--- src/rtl/lzwd_pkg.sv ---
// Package for the LZW variable-width decoder.
// Holds the channel payload types, the front-to-back command and shared constants.
// No dependencies.
package lzwd_pkg;

  localparam int DICT_AW       = 12;
  localparam int LITERAL_COUNT = 256;
  localparam int MIN_WIDTH     = 9;
  localparam int MAX_WIDTH     = 12;
  localparam int CHUNK_BYTES   = 64;
  localparam int QUEUE_DEPTH   = 2;

  typedef struct packed {
    logic [7:0] data_byte;
    logic       start_of_stream;
  } in_item_t;

  typedef struct packed {
    logic [63:0] bytes_0_to_7;
    logic [63:0] bytes_8_to_15;
    logic [63:0] bytes_16_to_23;
    logic [63:0] bytes_24_to_31;
    logic [63:0] bytes_32_to_39;
    logic [63:0] bytes_40_to_47;
    logic [63:0] bytes_48_to_55;
    logic [63:0] bytes_56_to_63;
    logic [6:0]  byte_count;
    logic        last_of_run;
  } out_item_t;

  typedef struct packed {
    logic               is_lit;
    logic               add_en;
    logic               known;
    logic [DICT_AW-1:0] code;
    logic [DICT_AW-1:0] prev;
    logic [DICT_AW-1:0] new_idx;
    logic [DICT_AW-1:0] emit;
  } cmd_t;

endpackage

--- src/rtl/lzwd_queue.sv ---
// Short command queue between front and back ends, in flip-flops.
// Depends on lzwd_pkg.
module lzwd_queue (
  input  logic           clk,
  input  logic           rst_n,
  input  logic           push,
  input  lzwd_pkg::cmd_t push_cmd,
  input  logic           pop,
  output lzwd_pkg::cmd_t head,
  output logic           full,
  output logic           empty
);
  import lzwd_pkg::*;

  localparam int PW = $clog2(QUEUE_DEPTH);

  cmd_t         slot_r [QUEUE_DEPTH];
  logic [PW-1:0] wp_r, rp_r;
  logic [PW:0]   fill_r;

  assign head  = slot_r[rp_r];
  assign full  = fill_r == (PW+1)'(QUEUE_DEPTH);
  assign empty = fill_r == '0;

  always_ff @(posedge clk) begin
    if (push) begin
      slot_r[wp_r] <= push_cmd;
    end
  end

  always_ff @(posedge clk) begin
    if (!rst_n) begin
      wp_r   <= '0;
      rp_r   <= '0;
      fill_r <= '0;
    end else begin
      if (push) begin
        wp_r <= (wp_r == PW'(QUEUE_DEPTH-1)) ? '0 : wp_r + PW'(1);
      end
      if (pop) begin
        rp_r <= (rp_r == PW'(QUEUE_DEPTH-1)) ? '0 : rp_r + PW'(1);
      end
      fill_r <= fill_r + (PW+1)'(push) - (PW+1)'(pop);
    end
  end

  assert property (@(posedge clk) disable iff (!rst_n) !(push && full))
    else $error("push into full queue");
  assert property (@(posedge clk) disable iff (!rst_n) !(pop && empty))
    else $error("pop from empty queue");
  assert property (@(posedge clk) disable iff (!rst_n) fill_r <= (PW+1)'(QUEUE_DEPTH))
    else $error("queue fill out of range");

endmodule

--- config.mk ---
export PLATFORM = sky130hd
export DESIGN_NAME = lzwd_queue
export DESIGN_NICKNAME = d
export VERILOG_FILES = /design/src/rtl/lzwd_pkg.sv /design/src/rtl/lzwd_queue.sv
export SDC_FILE = /design/constraint.sdc
export NUM_CORES = 1
export LEC_CHECK = 0
export BUFFER_PORTS_ARGS = -buffer_cell sky130_fd_sc_hd__buf_2
export CORE_UTILIZATION = 40
export CTS_BUF_LIST = sky130_fd_sc_hd__clkbuf_4 sky130_fd_sc_hd__clkbuf_8
export DETAILED_ROUTE_END_ITERATION = 12
export PLACE_DENSITY_LB_ADDON = 0.2
export SYNTH_ARGS = -nofsm -noshare
export SYNTH_HDL_FRONTEND = slang
export SYNTH_SLANG_ARGS = --single-unit
export TNS_END_PERCENT = 1
--- constraint.sdc ---
create_clock -name clk -period 3.29 [get_ports clk]
set_clock_uncertainty 0.15 [all_clocks]
set_input_delay 0.4935 -clock clk [delete_from_list [all_inputs] [get_ports clk]]
set_output_delay 0.4935 -clock clk [all_outputs]
set_load 0.03 [all_outputs]
[After elaboration in Yosys (flattened, before gate mapping)]
Memory sizes are Yosys's and may differ from the RTL's. A register that Yosys moved wholly into a read port is not among the register bits.
Cells that the tools add are included.
Cells by class
  add/sub/neg operators: 4
  equality and inequality tests: 1
  mux-type cells: 6
  reduce and logical (&&, ||, !) cells: 1
Operator list (count)
  2-to-1 mux 1 bit: 6
  adder 1 bit (second input constant): 2
  adder 2 x 1 -> 2 bit: 1
  == test 2 bit (second input constant): 1
  logical NOT 2 bit: 1
  subtractor 2 x 1 -> 2 bit: 1
Word-level totals
  register bits after elaboration: 4
  RAM bits: 102
  input port bits: 55
  logic and storage cells: 16
  memories: 1
Memories
  slot_r: words 2, width 51, rd ports 1, clocked after Yosys merged registers in 1, write ports 1, RTL line lzwd_queue.sv:17  | cmd_t slot_r [QUEUE_DEPTH];

[Depth between registers and ports, before layout]
  depth after elaboration: 4
  depth in mapped cells: 6
  mapped depth without buffers: 6

[Least setup slack after synthesis]
Ideal clock, no wire load.
  path kind: in2reg
  start point: input push
  end point: memory slot_r[0][0] (netlist name) (enable)
  arrival time: 2.784 ns
  required time: 2.673 ns
  slack: -0.111 ns
  stages on the path: 1
  cell sequence: nor2b_1
On the way
  longest elaborated chain between the ends: 2
Ends and longest elaborated chain
  from (decl): RTL line lzwd_queue.sv:6  | input logic push,
  2-to-1 mux 1 bit: RTL line lzwd_queue.sv:26  | if (push) begin
  2-to-1 mux 1 bit (implied by the code): RTL line lzwd_queue.sv:27  | slot_r[wp_r] <= push_cmd;
  to (decl): RTL line lzwd_queue.sv:17
Every way passes these cells.

==> results.md <==
* 1st-iter DRT viols at 52
* TritonCTS Sinks at 107
* Status: completed
* RSZ-0062 raised after global routing: no
* Synthesized cell area at 0.004161 mm²
* Number of global-route vias before repair at 2,002
* Worst-skew pair later-pin latency at 0.36 ns
* Core box area at 0.009910 mm²
* Leakage at 1.994 nW
* DRC Markers at 0
* CTS resizes at 0
* Final ANT Viol Nets at 0
* Clk slew on worst S/H paths at 0.11 ns
* Filler cell count at 853
* CP Cell Sequence: buf_12, mux2_2, buf_2
* Worst vdd ir at 0.3335 mV
* Largest net degree at the start of global routing at 31
* Worst path slowest cell: dfxtp_4
* # IOs at 108
* WL/cell at 15.13 µm
* WHS Path Cells at 1
* # setup viols final at 0
* TritonCTS Buffers at 9
* Worst Max-Slew Pin Slew at 0.7179 ns
* Die Ht at 104 µm
* Layout cell share with drive strength beyond 1 at 0.6000
* Hold Buf Count CTS at 0
* R2R Path End: slot_r[1][15]
* Via density at 4.654
* Fin nets at 352
* F_max at 393.5 MHz
* Global placement routability congestion at 0.6559
* Syn Inst Count at 180
* R2R depth at 2
* Slowest stage delay, CP at 0.70 ns
* Commonest non-fill, non-tap cells in the layout: buf_2 (107), edfxtp_1 (102), mux2_4 (50), clkbuf_8 (10), dfxtp_1 (4)
* Slew headroom at 0.5204
* GRT Util Overall at 0.1265
* Port bufs at 107
* Clk buf depth at 2
* Worst Path Required at 2.65 ns
* Hold endpoint: slot_r[0][31]
* Core Rows at 36
* Synthesized flop and latch total at 107
* Hold Startpoint: push_cmd[31]
* Die ar. at 0.01082 mm²
* Tmin final at 2.541 ns
* Fin. max-slew vios at 0
* Total grt overflow at 0
* Most common cell after layout, fill and taps aside: buf_2
* R2R Path Start: wp_r
* Starting Density at 0.4199
* Area Growth Syn to Fin at 20.99%
* 1st-pass router iterations at 4
* Vias at 2,015
* Kind of critical path: reg2out
* R2R setup slack at 1.53 ns
* Max-cap violation count at 0
* Netlist cell types at 14
* # Post-CTS Setup Buffers at 0
* Die Wd at 104 µm
* Data arrival, critical path at 1.90 ns
* Mean post-synth cell area at 23.12 µm²
* Crit path max fanout at 26
* H-tree depth at 3
* Synth Warn # at 0
* Hold slack at 0.1613 ns
* Worst min path class: in2reg
* Overall routed net length at 6551 µm
* Power Density at 576.3 mW/mm²
* CP Capture Type: primary output
* First-pass GRT wire length at 10,160 µm
* Sequential area share after synthesis at 0.7601
* Setup TNS at 0 ns
* Initial antenna violation count at 0
* Hold Violations, Final at 0
* CTS root buf: clkbuf_8
* Antenna diodes at 0
* Worst Setup Start Kind: register
* Final worst path period share at 0.7723
* HPWL after detailed placement at 4179 µm
* Synthesized net count at 237
* CTS tree: yes
-- cells by family (layout without fill, tap and decap cells) --
kind of cell	Yosys count	in the layout	share of synthesized area
AOI/OAI and AO/OA	1	1	0.001805
buffers and inverters	8	128	0.02856
adders and majority gates	2	2	0.006012
muxes	51	51	0.1831
xor gates and xnor gates	2	2	0.007517
and+or+nand+nor	9	9	0.01293
DFF	107	107	0.7601
-- how the worst max path moves through the flow --
stage          cells after the start  slack (ns)            to  startpoint
3_5_place_dp                       3        1.10      head[39]    register
6_report                           3        0.75      head[39]    register
4_1_cts                            3        0.70      head[39]    register
5_1_grt                            3        0.64      head[39]    register
3_3_place_gp                       3        1.10      head[39]    register
2_1_floorplan                      1        0.85  slot_r[0][0]        push
-- per-stage QoR --
stage	instance area, µm²	std cells	setup slack (ns)	utilization	power (mW)
after CTS	5035	433	0.6970	0.5081	2.937
after global routing	5035	433	0.6404	0.5081	3.016
final	5035	433	0.7490	0.5081	2.902
after floorplan	4164	180	0.8549	-	1.997
after detailed placement	4825	417	1.104	0.4869	2.115
after global placement	4825	417	1.101	0.4869	2.110
-- where the power goes --
part / switching, mW / leakage (nW) / internal, mW / total, mW
combinational: 0.264 / 0.898 / 0.203 / 0.467
clock: 0.445 / 0.0971 / 0.381 / 0.826
sequential: 0.0377 / 1.00 / 1.57 / 1.61
-- per-layer routing --
layer  share of wire  track usage
met5               0            0
met4           0.019      0.06122
met3           0.065      0.04261
met2            0.48       0.2081
met1            0.44       0.1487
-- state kept, by name (all words and copies together) (netlist names), named ones only --
signal	cells
fill_r	2
rp_r	1
wp_r	1
slot_r	102
-- final cells by class --
| class | instances | area, µm² | share of cell area |
|---|---|---|---|
| inverter | 2 | 7.507 | 0.001491 |
| tap | 133 | 166.4 | 0.03305 |
| clock buffer | 10 | 137.6 | 0.02734 |
| timing repair buffer | 110 | 595.6 | 0.1183 |
| multi-input combinational | 65 | 888.4 | 0.1764 |
| clock inverter | 6 | 72.57 | 0.01441 |
| sequential | 107 | 3167 | 0.6290 |
-- worst max-delay path, delay by kind of cell (launching register included) --
family / cells / cell delay [ns]
muxes: 1 / 0.36
buffers and inverters: 2 / 0.48
DFF: 1 / 0.70
-- cell usage after synthesis, drive strengths merged --
| master | count | area (µm²) |
|---|---|---|
| nor2b | 4 | 25.02 |
| ha | 2 | 25.02 |
| nor2 | 1 | 3.750 |
| dfxtp | 5 | 100.1 |
| xor2 | 1 | 8.760 |
| o21a | 1 | 7.510 |
| mux2 | 51 | 762.0 |
| and2 | 4 | 25.02 |
| edfxtp | 102 | 3063 |
| xnor3 | 1 | 22.52 |
| inv | 2 | 7.510 |
| buf | 6 | 111.4 |
(Power assumes the default switching activity.)
